[config.mk]
export PLATFORM = sky130hd
export DESIGN_NAME = trial_division_prime_search
export DESIGN_NICKNAME = d
export VERILOG_FILES = /design/src/hw/rtl/tdps_pkg.sv /design/src/hw/rtl/trial_division_prime_search.sv /design/src/hw/rtl/tdps_rem.sv /design/src/hw/rtl/tdps_dp.sv /design/src/hw/rtl/tdps_ctrl.sv
export SDC_FILE = /design/constraint.sdc
export NUM_CORES = 1
export LEC_CHECK = 0
export BUFFER_PORTS_ARGS = -buffer_cell sky130_fd_sc_hd__buf_4
export CAP_MARGIN = 20
export CORE_ASPECT_RATIO = 1.5
export CORE_UTILIZATION = 45
export DETAILED_ROUTE_END_ITERATION = 10
export GPL_TIMING_DRIVEN = 0
export PLACE_DENSITY = 0.74
export SETUP_SLACK_MARGIN = 0.4
export SLEW_MARGIN = 20
export SYNTH_ARGS = -nofsm -noshare
export SYNTH_HDL_FRONTEND = slang
export SYNTH_HIERARCHICAL = 1
export SYNTH_SLANG_ARGS = --single-unit
[constraint.sdc]
create_clock -name clk_i -period 7.6 [get_ports clk_i]
set_input_delay 1.52 -clock clk_i [delete_from_list [all_inputs] [get_ports clk_i]]
set_output_delay 1.52 -clock clk_i [all_outputs]
set_load 0.03 [all_outputs]
[src/hw/rtl/tdps_pkg.sv]
// shared constants and types of the trial division prime search
`timescale 1ns / 1ps

package tdps_pkg;

  localparam int unsigned ValueWidth = 16;
  localparam int unsigned SqWidth    = ValueWidth + 2;
  localparam int unsigned CntWidth   = $clog2(ValueWidth + 1);

  typedef enum logic {
    CmdTest   = 1'b0,
    CmdSearch = 1'b1
  } tdps_cmd_e;

  typedef struct packed {
    tdps_cmd_e              command;
    logic [ValueWidth-1:0]  value;
  } tdps_req_t;

  typedef struct packed {
    logic                   is_prime;
    logic [ValueWidth-1:0]  largest_prime;
    logic                   found;
  } tdps_rsp_t;

  typedef struct packed {
    logic load;
    logic rem_start;
    logic next_div;
    logic mark_prime;
    logic next_cand;
  } tdps_ctrl_t;

  typedef struct packed {
    logic cand_lt2;
    logic sq_gt_cand;
    logic rem_done;
    logic rem_zero;
    logic search;
  } tdps_stat_t;

endpackage

[src/hw/rtl/trial_division_prime_search.sv]
// top level of the trial division prime test and downward prime search
`timescale 1ns / 1ps

// A request is taken when start is high and busy is low. The result is shown on rsp_o
// for exactly one cycle with done_o high, and the receiver cannot stall it; busy drops in
// that same cycle, so the next request may be issued alongside the result. Each trial
// divisor costs a visit to the check state and one bit-serial remainder pass, so testing n
// tries the divisors from two up to floor(sqrt(n)), fewer when a small factor turns up early.
// A search repeats that test for every candidate from the value down to the nearest prime,
// so its length follows the prime gap below the value. Values below two finish straight
// from the check state without a remainder pass.
module trial_division_prime_search (
  input  logic                clk_i,
  input  logic                rst_ni,
  input  logic                start,
  output logic                busy,
  input  tdps_pkg::tdps_req_t req_i,
  output logic                done_o,
  output tdps_pkg::tdps_rsp_t rsp_o
);
  import tdps_pkg::*;

  tdps_ctrl_t ctrl;
  tdps_stat_t stat;

  tdps_ctrl u_ctrl (
    .clk_i   (clk_i),
    .rst_ni  (rst_ni),
    .start_i (start),
    .stat_i  (stat),
    .ctrl_o  (ctrl),
    .busy_o  (busy),
    .done_o  (done_o)
  );

  tdps_dp u_dp (
    .clk_i  (clk_i),
    .rst_ni (rst_ni),
    .req_i  (req_i),
    .ctrl_i (ctrl),
    .stat_o (stat),
    .rsp_o  (rsp_o)
  );

endmodule

[src/hw/rtl/tdps_rem.sv]
// bit-serial restoring remainder unit, one dividend bit per cycle
`timescale 1ns / 1ps

module tdps_rem (
  input  logic                            clk_i,
  input  logic                            rst_ni,
  input  logic                            start_i,
  input  logic [tdps_pkg::ValueWidth-1:0] dividend_i,
  input  logic [tdps_pkg::ValueWidth-1:0] divisor_i,
  output logic                            done_o,
  output logic                            zero_o
);
  import tdps_pkg::*;

  logic                  run_q, done_q;
  logic [CntWidth-1:0]   cnt_q;
  logic [ValueWidth-1:0] dvd_q, rem_q, dsr_q;
  logic [ValueWidth:0]   shifted, diff;
  logic [ValueWidth-1:0] rem_d;

  always_comb begin
    shifted = {rem_q, dvd_q[ValueWidth-1]};
    diff    = shifted - {1'b0, dsr_q};
    if (shifted >= {1'b0, dsr_q}) begin
      rem_d = diff[ValueWidth-1:0];
    end else begin
      rem_d = shifted[ValueWidth-1:0];
    end
  end

  always_ff @(posedge clk_i or negedge rst_ni) begin
    if (!rst_ni) begin
      run_q  <= 1'b0;
      done_q <= 1'b0;
      cnt_q  <= '0;
    end else begin
      done_q <= 1'b0;
      if (start_i) begin
        run_q <= 1'b1;
        cnt_q <= CntWidth'(ValueWidth);
      end else if (run_q) begin
        cnt_q <= cnt_q - CntWidth'(1);
        if (cnt_q == CntWidth'(1)) begin
          run_q  <= 1'b0;
          done_q <= 1'b1;
        end
      end
    end
  end

  always_ff @(posedge clk_i) begin
    if (start_i) begin
      dvd_q <= dividend_i;
      dsr_q <= divisor_i;
      rem_q <= '0;
    end else if (run_q) begin
      dvd_q <= {dvd_q[ValueWidth-2:0], 1'b0};
      rem_q <= rem_d;
    end
  end

  assign done_o = done_q;
  assign zero_o = (rem_q == '0);

endmodule

[src/hw/rtl/tdps_dp.sv]
// datapath: candidate, divisor and square registers, result registers
`timescale 1ns / 1ps

module tdps_dp (
  input  logic                 clk_i,
  input  logic                 rst_ni,
  input  tdps_pkg::tdps_req_t  req_i,
  input  tdps_pkg::tdps_ctrl_t ctrl_i,
  output tdps_pkg::tdps_stat_t stat_o,
  output tdps_pkg::tdps_rsp_t  rsp_o
);
  import tdps_pkg::*;

  tdps_cmd_e             cmd_q;
  logic [ValueWidth-1:0] cand_q, div_q;
  logic [SqWidth-1:0]    sq_q;
  logic                  first_q;
  tdps_rsp_t             rsp_q;
  logic                  rem_done, rem_zero;

  tdps_rem u_rem (
    .clk_i      (clk_i),
    .rst_ni     (rst_ni),
    .start_i    (ctrl_i.rem_start),
    .dividend_i (cand_q),
    .divisor_i  (div_q),
    .done_o     (rem_done),
    .zero_o     (rem_zero)
  );

  always_ff @(posedge clk_i) begin
    if (ctrl_i.load) begin
      cmd_q   <= req_i.command;
      cand_q  <= req_i.value;
      div_q   <= ValueWidth'(2);
      sq_q    <= SqWidth'(4);
      first_q <= 1'b1;
      rsp_q   <= '0;
    end else begin
      if (ctrl_i.next_div) begin
        div_q <= div_q + ValueWidth'(1);
        sq_q  <= sq_q + {1'b0, div_q, 1'b0} + SqWidth'(1);
      end
      if (ctrl_i.next_cand) begin
        cand_q  <= cand_q - ValueWidth'(1);
        div_q   <= ValueWidth'(2);
        sq_q    <= SqWidth'(4);
        first_q <= 1'b0;
      end
      if (ctrl_i.mark_prime) begin
        if (first_q) begin
          rsp_q.is_prime <= 1'b1;
        end
        if (cmd_q == CmdSearch) begin
          rsp_q.largest_prime <= cand_q;
          rsp_q.found         <= 1'b1;
        end
      end
    end
  end

  assign stat_o.cand_lt2   = (cand_q < ValueWidth'(2));
  assign stat_o.sq_gt_cand = (sq_q > {2'b00, cand_q});
  assign stat_o.rem_done   = rem_done;
  assign stat_o.rem_zero   = rem_zero;
  assign stat_o.search     = (cmd_q == CmdSearch);
  assign rsp_o             = rsp_q;

endmodule

[src/hw/rtl/tdps_ctrl.sv]
// controller state machine sequencing divisors and candidates
`timescale 1ns / 1ps

module tdps_ctrl (
  input  logic                 clk_i,
  input  logic                 rst_ni,
  input  logic                 start_i,
  input  tdps_pkg::tdps_stat_t stat_i,
  output tdps_pkg::tdps_ctrl_t ctrl_o,
  output logic                 busy_o,
  output logic                 done_o
);
  import tdps_pkg::*;

  typedef enum logic [1:0] {
    StIdle,
    StCheck,
    StMod
  } state_e;

  state_e state_q;
  logic   busy_q, done_q;

  always_comb begin
    ctrl_o = '0;
    case (state_q)
      StIdle: begin
        ctrl_o.load = start_i;
      end
      StCheck: begin
        if (!stat_i.cand_lt2) begin
          if (stat_i.sq_gt_cand) begin
            ctrl_o.mark_prime = 1'b1;
          end else begin
            ctrl_o.rem_start = 1'b1;
          end
        end
      end
      StMod: begin
        if (stat_i.rem_done) begin
          if (stat_i.rem_zero) begin
            ctrl_o.next_cand = stat_i.search;
          end else begin
            ctrl_o.next_div = 1'b1;
          end
        end
      end
      default: begin
        ctrl_o = '0;
      end
    endcase
  end

  always_ff @(posedge clk_i or negedge rst_ni) begin
    if (!rst_ni) begin
      state_q <= StIdle;
      busy_q  <= 1'b0;
      done_q  <= 1'b0;
    end else begin
      done_q <= 1'b0;
      case (state_q)
        StIdle: begin
          if (start_i) begin
            state_q <= StCheck;
            busy_q  <= 1'b1;
          end
        end
        StCheck: begin
          if (stat_i.cand_lt2 || stat_i.sq_gt_cand) begin
            state_q <= StIdle;
            busy_q  <= 1'b0;
            done_q  <= 1'b1;
          end else begin
            state_q <= StMod;
          end
        end
        StMod: begin
          if (stat_i.rem_done) begin
            if (stat_i.rem_zero && !stat_i.search) begin
              state_q <= StIdle;
              busy_q  <= 1'b0;
              done_q  <= 1'b1;
            end else begin
              state_q <= StCheck;
            end
          end
        end
        default: begin
          state_q <= StIdle;
          busy_q  <= 1'b0;
        end
      endcase
    end
  end

  assign busy_o = busy_q;
  assign done_o = done_q;

endmodule

# Yosys cells after proc, flatten, opt, wreduce, memory -nomap -nowiden
# Index checks and enable logic that the tools add are counted.
[word_totals] ff_bits=129 input_bits=20 out_inout_bits=20 word_cells=85
[op_classes] addsub=6 order_cmp=3 n_eq_ne=7 muxes=40 reduce_logical=12
[op_table] cell="16-bit two-way mux" n=5
[op_table] cell="1-bit two-way mux" n=27
[op_table] cell="18-bit by 1-bit adder with 18-bit output (second input constant)" n=1
[op_table] cell="18-bit by 17-bit adder with 18-bit output" n=1
[op_table] cell="18-bit by 16-bit > comparator with 1-bit output" n=1
[op_table] cell="17-bit by 16-bit greater-or-equal comparator with 1-bit output" n=1
[op_table] cell="16-bit by 1-bit adder with 16-bit output (second input constant)" n=1
[op_table] cell="16-bit logical NOT" n=1
[op_table] cell="16-bit by 2-bit less-than comparator with 1-bit output (second input constant)" n=1
[op_table] cell="16-bit by 1-bit subtractor with 16-bit output (second input constant)" n=1
[op_table] cell="16-bit subtractor" n=1
[op_table] cell="5-bit two-way mux" n=2
[op_table] cell="2-bit two-way mux" n=3
[op_table] cell="2-bit by 1-bit inequality test with 1-bit output (second input constant)" n=3
[op_table] cell="2-bit case mux with 3 select lines" n=1
[op_table] cell="2-bit AND reduction" n=3
[op_table] cell="5-bit by 1-bit equality test with 1-bit output (second input constant)" n=1
[op_table] cell="5-bit by 1-bit subtractor with 5-bit output (second input constant)" n=1
[op_table] cell="4-bit AND reduction" n=1
[op_table] cell="2-bit nonzero test" n=2
[op_table] cell="1-bit case mux with 3 select lines" n=1
[op_table] cell="2-bit by 1-bit equality test with 1-bit output (second input constant)" n=1
[op_table] cell="2-bit equality test (second input constant)" n=1
[op_table] cell="2-bit logical NOT" n=1
[op_table] cell="other kinds (6)" n=6

# Longest topological paths before layout
[depth] word_depth=6 mapped_depth=14 mapped_depth_nobuf=12

# Hierarchy
# The synthesis kept the hierarchy.
[modules_own_cells] mod="tdps_dp" instances=1 cells_each=502 area_per_inst_um2=4230.3 seq_area_each_um2=1571.5
[modules_own_cells] mod="tdps_rem" instances=1 cells_each=284 area_per_inst_um2=3029.2 seq_area_each_um2=1456.4
[modules_own_cells] mod="tdps_ctrl" instances=1 cells_each=33 area_per_inst_um2=324.1 seq_area_each_um2=100.1

# Least setup slack after synthesis
# OpenSTA, ideal clock, no wires.
[synth_timing] kind="flip-flop to flip-flop" startpoint="register u_dp.cand_q[3]" endpoint="register u_dp.u_rem.dvd_q[15] (data pin)" setup_ns=0.260 arrival_ns=3.569 t_required_ns=7.340 path_slack_ns=3.771 path_stages_with_launch=13 path_buffers=2 period_less_slack_ns=3.829 cell_sequence="edfxtp_1 -> inv_1 -> ha_1 -> a21o_1 -> a21o_1 -> a221oi_1 -> o211ai_1 -> a21oi_1 -> o21ai_0 -> nor3b_2 -> clkbuf_1 -> clkbuf_1 -> mux2_2"
[synth_rtl] element="start: declaration" line_no="tdps_dp.sv:15" text="logic [ValueWidth-1:0] cand_q, div_q;"
[synth_rtl] element="start signal: assignment" line_no="tdps_dp.sv:34" text="cand_q <= req_i.value;"
[synth_rtl] element="start signal: assignment" line_no="tdps_dp.sv:45" text="cand_q <= cand_q - ValueWidth'(1);"
[synth_rtl] element="end signal: assignment" line_no="tdps_rem.sv:53" text="dvd_q <= dividend_i;"
[synth_rtl] element="end signal: assignment" line_no="tdps_rem.sv:57" text="dvd_q <= {dvd_q[ValueWidth-2:0], 1'b0};"
[synth_rtl] element="end: declaration" line_no="tdps_rem.sv:17" text="logic [ValueWidth-1:0] dvd_q, rem_q, dsr_q;"

==> out/results.ini <==
[min_path]
hold_class = reg -> reg

[final_layout]
drive_gt1_frac = 0.135
seqCellArea_um2 = 3130
diodes = 0
area_growth_pct = 15.3
fin_nets = 956
multiInputGateArea_um2 = 4110
fill_cells = 1430

[cts]
insertion_delay_ns = 0.41
clock-sinks = 129
post_cts_buffers = 0
cts.path.max_buffers = 2
h-tree-depth = 4
cts_made_buffers = 17
cts_tree = done
clk_pin_slew_ns = 0.06
root_buffer = clkbuf_16
ctsHoldBuffers = 0
cts_resized = 0

[timing]
finalMaxSlewViolations = 0
rsz0062_at_grt = no
final-setup-viol-count = 0
fmax_ghz = 0.223
hold_viol_final = 0
fin_tns_setup_ns = 0
worstMarginPinSlew_ns = 0.937
max_slew_margin = 0.375
finalCritPeriodShare = 0.590
min_period_ns = 4.49
fin_skew_ns = 0.00838

[route]
wl_met2_um = 9540
drc = 0
via_count = 6205
postRouteWirelength_um = 17900
drt-initial-drc-count = 388
routed-wl-met3_um = 722
drt-met1-wl_um = 6930
wl_per_cell_um = 16.3
postRouteAntennaNets = 0
topRoutingLayerUsed = met4
vias_per_cell = 5.66
first_pass_iters = 5

[placement]
port_buffers = 39
hpwl_um = 13600
routabilityCongestion = 0.881

[worst_setup_path]
criticalPathCategory = reg -> reg
crit_required_ns = 7.76
arrival_ns = 4.64
worst-path-max-fanout = 19
crit_path_end_kind = flop
startpoint_type = flop

[global_route]
track_usage = 0.215
first_global_vias = 5996
grt_pass1_wl_um = 28700
grt_max_degree = 26
antenna_found_initial = 0
grt-ovfl-total = 0

[yosys]
ys_seq_area_frac = 0.412
syn_nets = 898
ys_types = 78
syn_avg_cell_area_um2 = 9.26
syn_area_um2 = 7580
synth_area_leaders = edfxtp_1 19%, dfxtp_1 18%, ha_1 9.4%
yosysMostFrequentCell = nand2_1
synth_top_area_share = 0.194
ys.flop_type = dfxtp_1
synth_cells = 819
synth_edf_count = 49
ys_warn_count = 6
synth_commonest_cells = 95 x nand2_1, 69 x dfxtp_1, 57 x ha_1
ys_seq_elements = 129
synth_area_leader_cell = edfxtp_1
async_flop_share = 0.0853

[die]
io_pins = 40
start_util = 0.464
rows = 57
die-height_um = 161
die_area_um2 = 17400
die_w_um = 108
core_area_um2 = 16300

[pwr]
total_power_uw = 3240
peakVddDrop_mv = 0.217
p_per_area_nw_per_um2 = 370
leakagePower_uw = 0.00365

[status]
outcome = finished clean

[run]
max_cap_violations = 0

worst max-delay path: stages (launching register included):
cell and delay [ns]:
edfxtp_1 0.51, inv_1 0.14, ha_1 0.33, a21o_1 0.16, a21o_1 0.17, a221oi_1 0.31
o211ai_1 0.14, a21oi_1 0.14, o21ai_0 0.30, nor3b_4 0.87, clkbuf_1 0.26, clkbuf_1 0.49
mux2_2 0.41
per-layer routing:
metal,GRT usage,up-vias
met4,0.127,0
met2,0.384,163
met3,0.0351,40
li1,-,3072
met5,0,-
met1,0.235,2930
cells by family (layout without fill, tap and decap cells):
logic type      Yosys count  in the layout  share of synthesized area
compound gates          187            187                      0.161
buf+inv                  87            158                     0.0467
fa+ha+maj                59             59                     0.0993
flops                   129            129                      0.412
simple gates            283            283                      0.188
xor+xnor                 47             47                     0.0543
mux                      27             27                     0.0384
sequential cells by signal (all words and copies together) (netlist names):
register and count:
u_ctrl/state_q 2, u_dp/div_q 16, u_dp/u_rem/run_q 1, u_dp/sq_q 18, u_dp/cand_q 16, u_dp/u_rem/done_o 1, u_dp/u_rem/dvd_q 16, u_dp/first_q 1
u_dp/u_rem/dsr_q 16, u_dp/rsp_o 18, u_ctrl/busy_o 1, u_ctrl/done_o 1, u_dp/cmd_q 1, u_dp/u_rem/rem_q 16, u_dp/u_rem/cnt_q 5
path summary, 6_finish.rpt:
kind / end / cells after the start / start / slack (ns)
worst max-delay path: u_dp/u_rem/dvd_q[14] / 12 / u_dp/cand_q[3] / 3.11
worst min-delay path: u_dp/rsp_o[9] / 2 / u_dp/rsp_o[9] / 0.45
worst max register to register: u_dp/u_rem/dvd_q[14] / 12 / u_dp/cand_q[3] / 3.11
worst min register to register: u_dp/rsp_o[9] / 2 / u_dp/rsp_o[9] / 0.45
max in group asynchronous: u_dp/u_rem/cnt_q[0] / 1 / rst_ni / 6.52
min in group asynchronous: u_ctrl/done_o / 1 / rst_ni / 0.93
area by class of cell:
cell class	count	share of cell area
plain buffers	38	0.0196
clock buffers	20	0.0511
clock inverters	12	0.0179
inverters	49	0.0210
multi-input cells	603	0.470
flip-flops and latches	129	0.358
well taps	206	0.0295
repair buffers	39	0.0335
report_power, final:
group | switching [uW] | internal, uW | total, uW | leakage [uW]
Clock | 301 | 526 | 828 | 0.000291
Combinational | 750 | 557 | 1310 | 0.00217
Sequential | 148 | 954 | 1100 | 0.00118
per-stage QoR:
stage	setup WS, ns	cell area, um2	util	hold WS (ns)	cells
global placement	2.80	8130	0.498	0.438	1064
floorplan	3.77	7580	-	0.427	819
CTS	3.05	8740	0.535	0.457	1096
detailed placement	3.08	8140	0.499	0.445	1064
finish	3.11	8740	0.535	0.452	1096
global route	2.69	8740	0.535	0.479	1096
cell usage in the layout, fill, tap and decap left out, drive strengths merged, types with 5 or more instances in the layout:
cell type	instances
nand4	20
o21a	9
nand2b	6
xnor2	27
and2	5
nor4	10
o21ai	45
a211oi	17
ha	57
a21oi	54
nor2b	6
nor3	14
clkbuf	43
and3	9
xor2	20
mux2	17
buf	54
or3	11
dfxtp	69
edfxtp	49
nand2	95
inv	51
dfrtp	11
clkinv	5
a21o	19
and4	5
nand3	30
nor2	58
o211ai	7
mux2i	10
o22ai	5
Note: power is estimated with default switching activity, not from simulation.
